$ cat src/rtl/assert_macros.svh
`ifndef ASSERT_MACROS_SVH
`define ASSERT_MACROS_SVH

// checked only out of reset
`define AST_CHK(lbl, prop, msg) \
    lbl: assert property (@(posedge i_clk) disable iff (!i_rst_n) prop) else $error(msg);

// checked on every edge, reset included
`define AST_RST(lbl, prop, msg) \
    lbl: assert property (@(posedge i_clk) prop) else $error(msg);

`endif

$ cat src/rtl/bta_pkg.sv
package bta_pkg;

    // heap geometry, block size must be a power of two
    localparam int BLOCK_BYTES = 4096;
    localparam int MAX_BLOCKS  = 1024;

    localparam int SH    = $clog2(BLOCK_BYTES);
    localparam int IDX_W = (MAX_BLOCKS > 1) ? $clog2(MAX_BLOCKS) : 1;
    localparam int CNT_W = $clog2(MAX_BLOCKS + 1);

    localparam int ADDR_W     = 32;
    localparam int SIZE_W     = 32;
    localparam int OP_W       = 2;
    localparam int ST_W       = 2;
    localparam int CFG_IDX_W  = 1;
    localparam int CFG_DATA_W = 32;
    localparam int CFG_CNT_W  = 11;
    localparam int ENT_W      = 3;

    localparam logic [CFG_CNT_W-1:0] BLKCNT_RST = CFG_CNT_W'(1024);

    // opcodes
    localparam logic [OP_W-1:0] OP_ALLOC = 2'd0;
    localparam logic [OP_W-1:0] OP_FREE  = 2'd1;
    localparam logic [OP_W-1:0] OP_CLEAR = 2'd2;

    // status codes
    localparam logic [ST_W-1:0] ST_OK       = 2'd0;
    localparam logic [ST_W-1:0] ST_NOSPACE  = 2'd1;
    localparam logic [ST_W-1:0] ST_MISALIGN = 2'd2;

    // register indexes
    localparam logic [CFG_IDX_W-1:0] CFG_BASE  = 1'b0;
    localparam logic [CFG_IDX_W-1:0] CFG_COUNT = 1'b1;

    // table entry bit positions
    localparam int ENT_TAKEN = 0;
    localparam int ENT_FIRST = 1;
    localparam int ENT_NEXT  = 2;

    typedef struct packed {
        logic load;
        logic prep;
        logic scan;
        logic mark;
        logic clr_wr;
        logic free_wr;
        logic out_load;
    } t_cmd;

    typedef struct packed {
        logic [OP_W-1:0] op;
        logic            alloc_bad;
        logic            free_bad;
        logic            misaligned;
        logic            found;
        logic            exhausted;
        logic            mark_last;
        logic            clr_last;
        logic            free_more;
    } t_sts;

endpackage

$ cat src/rtl/block_table_heap_allocator_unit.sv
// sequence: allocate scans the entries in use, one table read a cycle, for a first free run,
//   then one write per run block; free reads and clears each chained entry; clear frees all
// throughput: one word at a time, bounded by the single table port; a new word is taken
//   while the previous result still waits in the output register
// reset: synchronous, active low; a sweep then marks every block free, ready low meanwhile
module block_table_heap_allocator_unit import bta_pkg::*; (
    input  logic                  i_clk,
    input  logic                  i_rst_n,
    // configuration write port
    input  logic                  i_cfg_we,
    input  logic [CFG_IDX_W-1:0]  i_cfg_idx,
    input  logic [CFG_DATA_W-1:0] i_cfg_data,
    // request channel
    input  logic                  i_in_valid,
    output logic                  o_in_ready,
    input  logic [OP_W-1:0]       i_opcode,
    input  logic [SIZE_W-1:0]     i_request_size,
    input  logic [ADDR_W-1:0]     i_release_address,
    // result channel
    output logic                  o_out_valid,
    input  logic                  i_out_ready,
    output logic [ADDR_W-1:0]     o_result_address,
    output logic [ST_W-1:0]       o_status
);

    // command and status between sequencer and datapath
    t_cmd cmd;
    t_sts sts;

    // sequencer: reset and clear sweeps, first-fit scan, run marking, chain walk, result hand-off
    bta_ctrl u_ctrl (
        .i_clk       (i_clk),
        .i_rst_n     (i_rst_n),
        .i_in_valid  (i_in_valid),
        .o_in_ready  (o_in_ready),
        .o_out_valid (o_out_valid),
        .i_out_ready (i_out_ready),
        .i_sts       (sts),
        .o_cmd       (cmd)
    );

    // datapath: config registers, block table memory, walk pointer and result word
    bta_dp u_dp (
        .i_clk             (i_clk),
        .i_rst_n           (i_rst_n),
        .i_cfg_we          (i_cfg_we),
        .i_cfg_idx         (i_cfg_idx),
        .i_cfg_data        (i_cfg_data),
        .i_opcode          (i_opcode),
        .i_request_size    (i_request_size),
        .i_release_address (i_release_address),
        .i_cmd             (cmd),
        .o_sts             (sts),
        .o_result_address  (o_result_address),
        .o_status          (o_status)
    );

endmodule

$ cat src/rtl/bta_ram.sv
module bta_ram #(
    parameter int WIDTH = 8,
    parameter int DEPTH = 16
) (
    input  logic                     i_clk,
    input  logic                     i_we,
    input  logic [$clog2(DEPTH)-1:0] i_waddr,
    input  logic [WIDTH-1:0]         i_wdata,
    input  logic [$clog2(DEPTH)-1:0] i_raddr,
    output logic [WIDTH-1:0]         o_rdata
);

    logic [WIDTH-1:0] r_mem [DEPTH];
    logic [WIDTH-1:0] r_rdata;

    always_ff @(posedge i_clk) begin
        if (i_we) begin
            r_mem[i_waddr] <= i_wdata;
        end
        r_rdata <= r_mem[i_raddr];
    end

    assign o_rdata = r_rdata;

endmodule

$ cat src/rtl/bta_dp.sv
`include "assert_macros.svh"

module bta_dp import bta_pkg::*; (
    input  logic                  i_clk,
    input  logic                  i_rst_n,
    input  logic                  i_cfg_we,
    input  logic [CFG_IDX_W-1:0]  i_cfg_idx,
    input  logic [CFG_DATA_W-1:0] i_cfg_data,
    input  logic [OP_W-1:0]       i_opcode,
    input  logic [SIZE_W-1:0]     i_request_size,
    input  logic [ADDR_W-1:0]     i_release_address,
    input  t_cmd                  i_cmd,
    output t_sts                  o_sts,
    output logic [ADDR_W-1:0]     o_result_address,
    output logic [ST_W-1:0]       o_status
);

    logic [ADDR_W-1:0]    r_base;
    logic [CFG_CNT_W-1:0] r_block_count;
    logic [OP_W-1:0]      r_op;
    logic [SIZE_W-1:0]    r_size;
    logic [ADDR_W-1:0]    r_rel;
    logic [CNT_W-1:0]     r_ptr;
    logic [CNT_W-1:0]     r_run;
    logic [CNT_W-1:0]     r_rem;
    logic [CNT_W-1:0]     r_chk_idx;
    logic                 r_chk_vld;
    logic [CNT_W-1:0]     r_first;
    logic [ADDR_W-1:0]    r_res_addr;
    logic [ST_W-1:0]      r_res_sts;
    logic [ADDR_W-1:0]    r_out_addr;
    logic [ST_W-1:0]      r_out_sts;

    logic [CNT_W-1:0]  blocks_n;
    logic [SIZE_W:0]   need;
    logic [ADDR_W-1:0] idx_full;
    logic [IDX_W-1:0]  ptr_idx;
    logic              issue;
    logic              taken;
    logic [CNT_W-1:0]  run_inc;
    logic              found;
    logic [CNT_W-1:0]  first_calc;
    logic              mark_last;
    logic [ENT_W-1:0]  entry;
    logic [CNT_W:0]    ptr_inc;
    logic              free_more;
    logic              clr_last;
    logic              misaligned;
    logic [ADDR_W-1:0] alloc_addr;
    logic              ram_we;
    logic [ENT_W-1:0]  ram_wdata;
    logic [ENT_W-1:0]  ram_rdata;

    // entries in use, capped at the table depth
    assign blocks_n = (32'(r_block_count) > 32'(MAX_BLOCKS)) ? CNT_W'(MAX_BLOCKS)
                                                             : CNT_W'(r_block_count);

    // byte count rounded up to whole blocks
    assign need = ({1'b0, r_size} + (SIZE_W+1)'(BLOCK_BYTES - 1)) >> SH;

    assign idx_full   = (r_rel - r_base) >> SH;
    assign ptr_idx    = r_ptr[IDX_W-1:0];
    assign issue      = r_ptr < blocks_n;
    assign taken      = ram_rdata[ENT_TAKEN];
    assign run_inc    = r_run + CNT_W'(1);
    assign found      = r_chk_vld && !taken && (run_inc == r_rem);
    assign first_calc = r_chk_idx - r_run;
    assign mark_last  = r_rem == CNT_W'(1);
    assign ptr_inc    = {1'b0, r_ptr} + (CNT_W+1)'(1);
    assign free_more  = ram_rdata[ENT_NEXT] && (ptr_inc < {1'b0, blocks_n});
    assign clr_last   = ptr_idx == IDX_W'(MAX_BLOCKS - 1);
    assign misaligned = r_base[SH-1:0] != '0;
    assign alloc_addr = r_base + ADDR_W'({r_first, {SH{1'b0}}});

    always_comb begin
        entry            = '0;
        entry[ENT_TAKEN] = 1'b1;
        entry[ENT_FIRST] = r_ptr == r_first;
        entry[ENT_NEXT]  = !mark_last;
    end

    assign ram_we    = i_cmd.clr_wr || i_cmd.mark || i_cmd.free_wr;
    assign ram_wdata = i_cmd.mark ? entry : '0;

    bta_ram #(
        .WIDTH (ENT_W),
        .DEPTH (MAX_BLOCKS)
    ) u_table (
        .i_clk   (i_clk),
        .i_we    (ram_we),
        .i_waddr (ptr_idx),
        .i_wdata (ram_wdata),
        .i_raddr (ptr_idx),
        .o_rdata (ram_rdata)
    );

    always_comb begin
        o_sts            = '0;
        o_sts.op         = r_op;
        o_sts.alloc_bad  = (need == '0) || (need > (SIZE_W+1)'(blocks_n));
        o_sts.free_bad   = idx_full >= ADDR_W'(blocks_n);
        o_sts.misaligned = misaligned;
        o_sts.found      = found;
        o_sts.exhausted  = r_chk_vld && !found && (r_chk_idx == blocks_n - CNT_W'(1));
        o_sts.mark_last  = mark_last;
        o_sts.clr_last   = clr_last;
        o_sts.free_more  = free_more;
    end

    // configuration and walk counters
    always_ff @(posedge i_clk) begin
        if (!i_rst_n) begin
            r_base        <= '0;
            r_block_count <= BLKCNT_RST;
            r_ptr         <= '0;
            r_run         <= '0;
            r_rem         <= '0;
            r_chk_idx     <= '0;
            r_chk_vld     <= 1'b0;
            r_first       <= '0;
        end else begin
            if (i_cfg_we) begin
                unique case (i_cfg_idx)
                    CFG_BASE:  r_base <= ADDR_W'(i_cfg_data);
                    CFG_COUNT: r_block_count <= i_cfg_data[CFG_CNT_W-1:0];
                endcase
            end
            if (i_cmd.prep) begin
                r_run     <= '0;
                r_chk_vld <= 1'b0;
                r_rem     <= CNT_W'(need);
                r_ptr     <= (r_op == OP_FREE) ? CNT_W'(idx_full) : '0;
            end
            if (i_cmd.scan) begin
                // a hit ends the scan, no check stays pending
                r_chk_vld <= issue && !found;
                r_chk_idx <= r_ptr;
                if (r_chk_vld) begin
                    r_run <= taken ? '0 : run_inc;
                end
                if (found) begin
                    r_ptr   <= first_calc;
                    r_first <= first_calc;
                end else if (issue) begin
                    r_ptr <= ptr_inc[CNT_W-1:0];
                end
            end
            if (i_cmd.mark) begin
                r_ptr <= ptr_inc[CNT_W-1:0];
                r_rem <= r_rem - CNT_W'(1);
            end
            if (i_cmd.clr_wr) begin
                r_ptr <= clr_last ? '0 : ptr_inc[CNT_W-1:0];
            end
            if (i_cmd.free_wr && free_more) begin
                r_ptr <= ptr_inc[CNT_W-1:0];
            end
        end
    end

    // request and result words
    always_ff @(posedge i_clk) begin
        if (i_cmd.load) begin
            r_op   <= i_opcode;
            r_size <= i_request_size;
            r_rel  <= i_release_address;
        end
        if (i_cmd.prep) begin
            r_res_addr <= '0;
            case (r_op)
                OP_ALLOC: r_res_sts <= ST_NOSPACE;
                OP_CLEAR: r_res_sts <= misaligned ? ST_MISALIGN : ST_OK;
                default:  r_res_sts <= ST_OK;
            endcase
        end
        if (i_cmd.mark && mark_last) begin
            r_res_addr <= alloc_addr;
            r_res_sts  <= ST_OK;
        end
        if (i_cmd.out_load) begin
            r_out_addr <= r_res_addr;
            r_out_sts  <= r_res_sts;
        end
    end

    assign o_result_address = r_out_addr;
    assign o_status         = r_out_sts;

    `AST_CHK(a_mark_in_range, i_cmd.mark |-> (r_ptr < blocks_n), "mark beyond table")
    `AST_CHK(a_chk_from_scan, r_chk_vld |-> $past(i_cmd.scan), "check without scan")

endmodule

$ cat src/rtl/bta_ctrl.sv
`include "assert_macros.svh"

module bta_ctrl import bta_pkg::*; (
    input  logic i_clk,
    input  logic i_rst_n,
    input  logic i_in_valid,
    output logic o_in_ready,
    output logic o_out_valid,
    input  logic i_out_ready,
    input  t_sts i_sts,
    output t_cmd o_cmd
);

    localparam logic [3:0] S_INIT = 4'd0;
    localparam logic [3:0] S_IDLE = 4'd1;
    localparam logic [3:0] S_PREP = 4'd2;
    localparam logic [3:0] S_SCAN = 4'd3;
    localparam logic [3:0] S_MARK = 4'd4;
    localparam logic [3:0] S_FRD  = 4'd5;
    localparam logic [3:0] S_FWR  = 4'd6;
    localparam logic [3:0] S_CLR  = 4'd7;
    localparam logic [3:0] S_DONE = 4'd8;

    logic [3:0] r_state;
    logic [3:0] n_state;
    logic       r_out_vld;
    logic       n_out_vld;
    t_cmd       cmd;

    always_comb begin
        n_state    = r_state;
        cmd        = '0;
        o_in_ready = 1'b0;
        unique case (r_state)
            S_INIT: begin
                cmd.clr_wr = 1'b1;
                if (i_sts.clr_last) begin
                    n_state = S_IDLE;
                end
            end
            S_IDLE: begin
                o_in_ready = 1'b1;
                if (i_in_valid) begin
                    cmd.load = 1'b1;
                    n_state  = S_PREP;
                end
            end
            S_PREP: begin
                cmd.prep = 1'b1;
                case (i_sts.op)
                    OP_ALLOC: n_state = i_sts.alloc_bad ? S_DONE : S_SCAN;
                    OP_FREE:  n_state = i_sts.free_bad ? S_DONE : S_FRD;
                    OP_CLEAR: n_state = i_sts.misaligned ? S_DONE : S_CLR;
                    default:  n_state = S_DONE;
                endcase
            end
            S_SCAN: begin
                cmd.scan = 1'b1;
                if (i_sts.found) begin
                    n_state = S_MARK;
                end else if (i_sts.exhausted) begin
                    n_state = S_DONE;
                end
            end
            S_MARK: begin
                cmd.mark = 1'b1;
                if (i_sts.mark_last) begin
                    n_state = S_DONE;
                end
            end
            S_FRD: begin
                n_state = S_FWR;
            end
            S_FWR: begin
                cmd.free_wr = 1'b1;
                n_state     = i_sts.free_more ? S_FRD : S_DONE;
            end
            S_CLR: begin
                cmd.clr_wr = 1'b1;
                if (i_sts.clr_last) begin
                    n_state = S_DONE;
                end
            end
            S_DONE: begin
                if (!r_out_vld || i_out_ready) begin
                    cmd.out_load = 1'b1;
                    n_state      = S_IDLE;
                end
            end
            default: begin
                n_state = S_IDLE;
            end
        endcase
    end

    always_comb begin
        if (cmd.out_load) begin
            n_out_vld = 1'b1;
        end else if (i_out_ready) begin
            n_out_vld = 1'b0;
        end else begin
            n_out_vld = r_out_vld;
        end
    end

    always_ff @(posedge i_clk) begin
        if (!i_rst_n) begin
            r_state   <= S_INIT;
            r_out_vld <= 1'b0;
        end else begin
            r_state   <= n_state;
            r_out_vld <= n_out_vld;
        end
    end

    assign o_cmd       = cmd;
    assign o_out_valid = r_out_vld;

    `AST_RST(a_rst_sweep, !i_rst_n |=> (r_state == S_INIT), "reset does not start sweep")
    `AST_CHK(a_accept_prep, (i_in_valid && o_in_ready) |=> (r_state == S_PREP), "accept lost")
    `AST_CHK(a_no_overwrite, cmd.out_load |-> (!r_out_vld || i_out_ready), "result overwritten")

endmodule
$ cat config.mk
export PLATFORM = sky130hd
export DESIGN_NAME = block_table_heap_allocator_unit
export DESIGN_NICKNAME = d
export VERILOG_FILES = /design/src/rtl/bta_pkg.sv /design/src/rtl/block_table_heap_allocator_unit.sv /design/src/rtl/bta_ram.sv /design/src/rtl/bta_dp.sv /design/src/rtl/bta_ctrl.sv
export VERILOG_INCLUDE_DIRS = /design/src /design/src/rtl
export SDC_FILE = /design/constraint.sdc
export NUM_CORES = 2
export LEC_CHECK = 0
export ABC_CLOCK_PERIOD_IN_PS = 84500
export BUFFER_PORTS_ARGS = -buffer_cell sky130_fd_sc_hd__buf_2
export CAP_MARGIN = 20
export CORE_ASPECT_RATIO = 0.9
export CORE_MARGIN = 5
export CORE_UTILIZATION = 40
export CTS_CLUSTER_DIAMETER = 100
export DETAILED_ROUTE_END_ITERATION = 16
export MAX_ROUTING_LAYER = met4
export PLACE_DENSITY_LB_ADDON = 0.1
export SLEW_MARGIN = 25
export SYNTH_ARGS = -nofsm -noshare
export SYNTH_HDL_FRONTEND = slang
export SYNTH_HIERARCHICAL = 1
export SYNTH_SLANG_ARGS = --single-unit
$ cat constraint.sdc
create_clock -name i_clk -period 84.5 [get_ports i_clk]
set_clock_uncertainty 0.15 [all_clocks]
set_input_delay 4.225 -clock i_clk [delete_from_list [all_inputs] [get_ports i_clk]]
set_output_delay 4.225 -clock i_clk [all_outputs]
set_load 0.05 [all_outputs]
# Yosys cells after proc, flatten, opt, wreduce, memory -nomap -nowiden
# Memories as Yosys holds them, arrays and structs flattened. A register that Yosys moved wholly into a read port is not among the register bits.
# Index checks and enable logic that the tools add are counted.
dict set report totals {
  regBits 238
  mem_bits_rw 3072
  input_bits 104
  word_cells 132
  mem_count 1
}
# name depth word_bits read_ports rd_clocked_by_memory_dff wr line_no
set memory_table {}
lappend memory_table {u_dp.u_table.r_mem 1024 3 1 1 1 bta_ram.sv:13} ;# logic [WIDTH-1:0] r_mem [DEPTH];
dict set report classes {
  n_addsub 8
  n_lt_le_gt_ge 5
  n_eq_ne 21
  muxes 50
  bitwise_logic 1
  reduce_logical 29
}
# cell count
set op_table {}
lappend op_table {{11-bit two-way mux} 16}
lappend op_table {{32-bit two-way mux} 2}
lappend op_table {{4-bit two-way mux} 11}
lappend op_table {{4-bit case mux with 9 select lines} 1}
lappend op_table {{32-bit by 12-bit adder with 33-bit output, second input constant} 1}
lappend op_table {{11-bit equality test} 3}
lappend op_table {{33-bit logical NOT} 1}
lappend op_table {{32-bit by 23-bit adder with 32-bit output} 1}
lappend op_table {{32-bit subtractor} 1}
lappend op_table {{11-bit by 1-bit subtractor with 11-bit output, second input constant} 2}
lappend op_table {{21-bit by 11-bit > comparator with 1-bit output} 1}
lappend op_table {{20-bit by 11-bit greater-or-equal comparator with 1-bit output} 1}
lappend op_table {{4-bit by 3-bit equality test with 1-bit output, second input constant} 4}
lappend op_table {{1-bit two-way mux} 16}
lappend op_table {{11-bit by 1-bit adder with 12-bit output, second input constant} 1}
lappend op_table {{12-bit by 11-bit less-than comparator with 1-bit output} 1}
lappend op_table {{4-bit case mux with 3 select lines} 1}
lappend op_table {{12-bit nonzero test} 1}
lappend op_table {{11-bit by 1-bit adder with 11-bit output, second input constant} 1}
lappend op_table {{11-bit by 1-bit equality test with 1-bit output, second input constant} 1}
lappend op_table {{11-bit > comparator, second input constant} 1}
lappend op_table {{11-bit less-than comparator} 1}
lappend op_table {{11-bit subtractor} 1}
lappend op_table {{10-bit equality test, second input constant} 1}
lappend op_table {{other kinds (21)} 43}

# Depth between registers and ports, before layout
dict set report depth {
  depth_word 9
  depth_mapped 21
  mapped_depth_nobuf 21
}

# Modules after synthesis
# The synthesis kept the hierarchy.
# mod n_inst cells_each area_each_um2 seq_area_each_um2
set modules_own_cells {}
lappend modules_own_cells {bta_ram 1 6544 123702.4 92308.5}
lappend modules_own_cells {bta_dp 1 1348 12962.4 5985.7}
lappend modules_own_cells {bta_ctrl 1 71 549.3 100.1}

# Least setup slack after synthesis
# Ideal clock, no wire load.
dict set report synth_path {
  path_kind {reg2reg}
  from {register u_ctrl.r_state[2]}
  to {memory u_dp/u_table/r_mem[0][1] in the netlist's numbering, data pin}
  setup_ns 7.757
  arrival_ns 52.813
  required_time_ns 76.593
  path_slack_ns 23.780
  path_stages_with_launch 7
  path_buffers 2
  period_less_slack_ns 60.720
  path_cell_list {dfxtp_1 -> buf_4 -> nor2b_1 -> and3_1 -> clkbuf_1 -> nand4_1 -> nor3_1}
}
# item line_no
set synth_lines {}
lappend synth_lines {{start, declared} bta_ctrl.sv:24} ;# logic [3:0] r_state;
lappend synth_lines {{start signal, assigned} bta_ctrl.sv:111} ;# r_state <= n_state;
lappend synth_lines {{end, declared} bta_ram.sv:13}

# Worst setup path after layout
dict set report layout_path {
  from {register u_ctrl.r_state[0]}
  to {output o_in_ready}
}
dict set report layout_via {
  elab_chain_cells 2
}
# item line_no
set layout_rtl {}
lappend layout_rtl {{4-bit by 1-bit equality test with 1-bit output} bta_ctrl.sv:34} ;# unique case (r_state)
lappend layout_rtl {{1-bit two-way mux} bta_ctrl.sv:34}
lappend layout_rtl {{end, declared} block_table_heap_allocator_unit.sv:15} ;# output logic o_in_ready,
# Every way passes these cells.

==> results by group <==
Detailed routing
  • Initial DRC count: 6,071
  • Drt pass-1 iters: 5
  • Wire per inst: ~30 um
  • Routed Antenna Nets: 0
  • Vias/cell: around 5.8
  • Vias: around 56k
  • Routed wire length: 289,500 um
  • DRC Markers: 0

Clocking
  • Worst-path clk slew: 0.06 ns
  • Buffers from clock root to sink, at most: 4
  • Hold_buf cts: 0
  • Clock sink count: 2,288
  • CTS tree: yes
  • Inserted Clock Buffers: between 200 and 250
  • Resized cells post-CTS: 0
  • Worst-Skew Late Latency: 0.90 ns
  • Clock Tree Root: clkbuf_16
  • Post-CTS setup repair buffer count: 0
  • # H-tree levels: 4

STA
  • Slew Limit Fails: 0
  • Final Setup Violations: 0
  • Least-Margin Pin Slew: between 1 and 1.5 ns
  • Final hold vios: 0
  • Fmax: 156.1 MHz
  • Sum Neg Setup Slack: 0 ns
  • Final Cycle Share: 7.580%
  • Min Tclk post-route: 6.405 ns
  • Rel. slew slack: 24.50%
  • RSZ-0062 raised after global routing: false

Flow run
  • Max-cap viol count: 0

Synth
  • Mapped Nets: 6,540
  • YS warnings: 6
  • Cells after Synth: 6,336
  • Synthesized area per cell: 15.55 um2
  • Synthesized area: 98,500 um2

Global route
  • Largest net degree at the start of global routing: 202
  • Vias in the first global route: 56.59k
  • All-Layer GR Usage: between 20% and 30%
  • Total congestion overflow: 0
  • First-pass GRT wire length: between 400,000 and 500,000 um
  • Initial antenna violation count: 24

Critical path
  • Critical Path AT: 2.03 ns
  • Cell family with most CP delay: flip-flops
  • Slowest-stage cell, CP: dfxtp_1
  • Top fanout value on the critical path: 15
  • Req. time, crit path: 80.12 ns
  • Max incr delay on CP: 0.61 ns
  • Crit path capture type: output pin
  • WS Path Type: reg -> out
  • Buffers & Inverters on Critical Path: 1
  • CP Cell Sequence: nand2_1 > nor2_1 > buf_2
  • Worst setup SP type: register

Layout
  • Multi-input logic area: 27,560 um2
  • Layout Nets: around 6.5k
  • Fill count: 21.55k
  • Fin cells: approximately 9.7k
  • Seq. cell area: 67,650 um2
  • P&R area growth vs syn: 10.70%
  • Layout cells sized above 1: around 18%
  • Final core occ: 44.60%

Floorplanning
  • I/O pin count: 140
  • Die Footprint: 256,300 um2
  • Die Y: 480.8 um
  • FP Rows: 172
  • Placeable Area: 244,500 um2
  • Initial cell density of the core: about two fifths
  • Die Wd: between 500 and 600 um

Placement
  • Placed cell count: 9,286
  • Number of I/O port buffers: ~140
  • GP Congestion: about 0.80
  • HPWL Detailed: 167,700 um

Power
  • Leak pwr: 29.19 nW
  • VDD IR max: around 18 uV
  • PD cells: 21.40 nW/um2

Min path
  • Worst min path class: reg -> reg

Run status
  • Status: finished, final reports clean
stage by stage:
stage,setup slack [ns],instance area (um2),hold slack (ns),power (mW)
2_1_floorplan,39.86,98500,0.2503,1.317
3_3_place_gp,78.67,101400,0.2517,1.336
3_5_place_dp,78.67,101500,0.2545,1.336
4_1_cts,78.02,109000,0.2527,2.358
5_1_grt,77.91,109000,0.2670,2.409
6_report,78.09,109000,0.2538,2.333
registers in the layout, indices dropped and copies added, names as in the netlist, 2 cells and up:
register / cells
u_dp/r_res_addr: 32
u_dp/r_run: 11
u_dp/o_status: 2
u_dp/r_res_sts: 2
u_dp/r_base: 32
u_dp/r_first: 11
u_dp/u_table/r_mem: 2048
u_ctrl/r_state: 4
u_dp/r_ptr: 11
u_dp/r_chk_idx: 11
u_dp/o_result_address: 32
u_dp/r_size: 32
u_dp/r_rel: 32
u_dp/r_block_count: 11
u_dp/u_table/o_rdata: 2
u_dp/r_rem: 11
u_dp/r_op: 2
layout by cell type, fill, tap and decap left out, types with 98 or more instances in the layout:
cell          n
mux4_2      439
dfxtp_1     101
buf_4       130
a21oi_1     174
edfxtp_1   2180
mux2i_1     223
nor2_1     1178
clkbuf_16   245
nand2_1     277
ha_1         98
buf_2       139
area by class of cell:
cell class	count	area share (%)
tap	3219	3.694
inverter	78	0.2720
clock buffer	309	5.843
sequential	2288	62.04
timing repair buffer	288	1.857
multi-input combinational	3415	25.27
antenna	5	0.01148
clock inverter	132	1.011
worst paths after layout:
kind	from	endpoint	slack (ns)	cells past startpoint
max	u_ctrl/r_state[0]	o_in_ready	78.09	3
min	u_dp/r_res_addr[27]	u_dp/o_result_address[27]	0.25	0
max reg2reg	u_dp/r_ptr[0]	u_dp/u_table/o_rdata[0]	78.95	10
min reg2reg	u_dp/r_res_addr[27]	u_dp/o_result_address[27]	0.25	0
per-layer routing:
layer	GRT usage (%)	up-vias	wire (um)
met1	33.82	29820	133900
met2	33.89	1941	130100
met3	3.431	369	19320
met5	-	-	0
met4	4.628	0	6198
li1	-	24330	-
where the power goes:
group	total (mW)	switching, mW	internal, mW
sequential	1.23	0.00364	1.22
clock	1.02	0.440	0.581
combinational	0.0838	0.0529	0.0309
No activity file was read; power rests on OpenSTA's default activity.
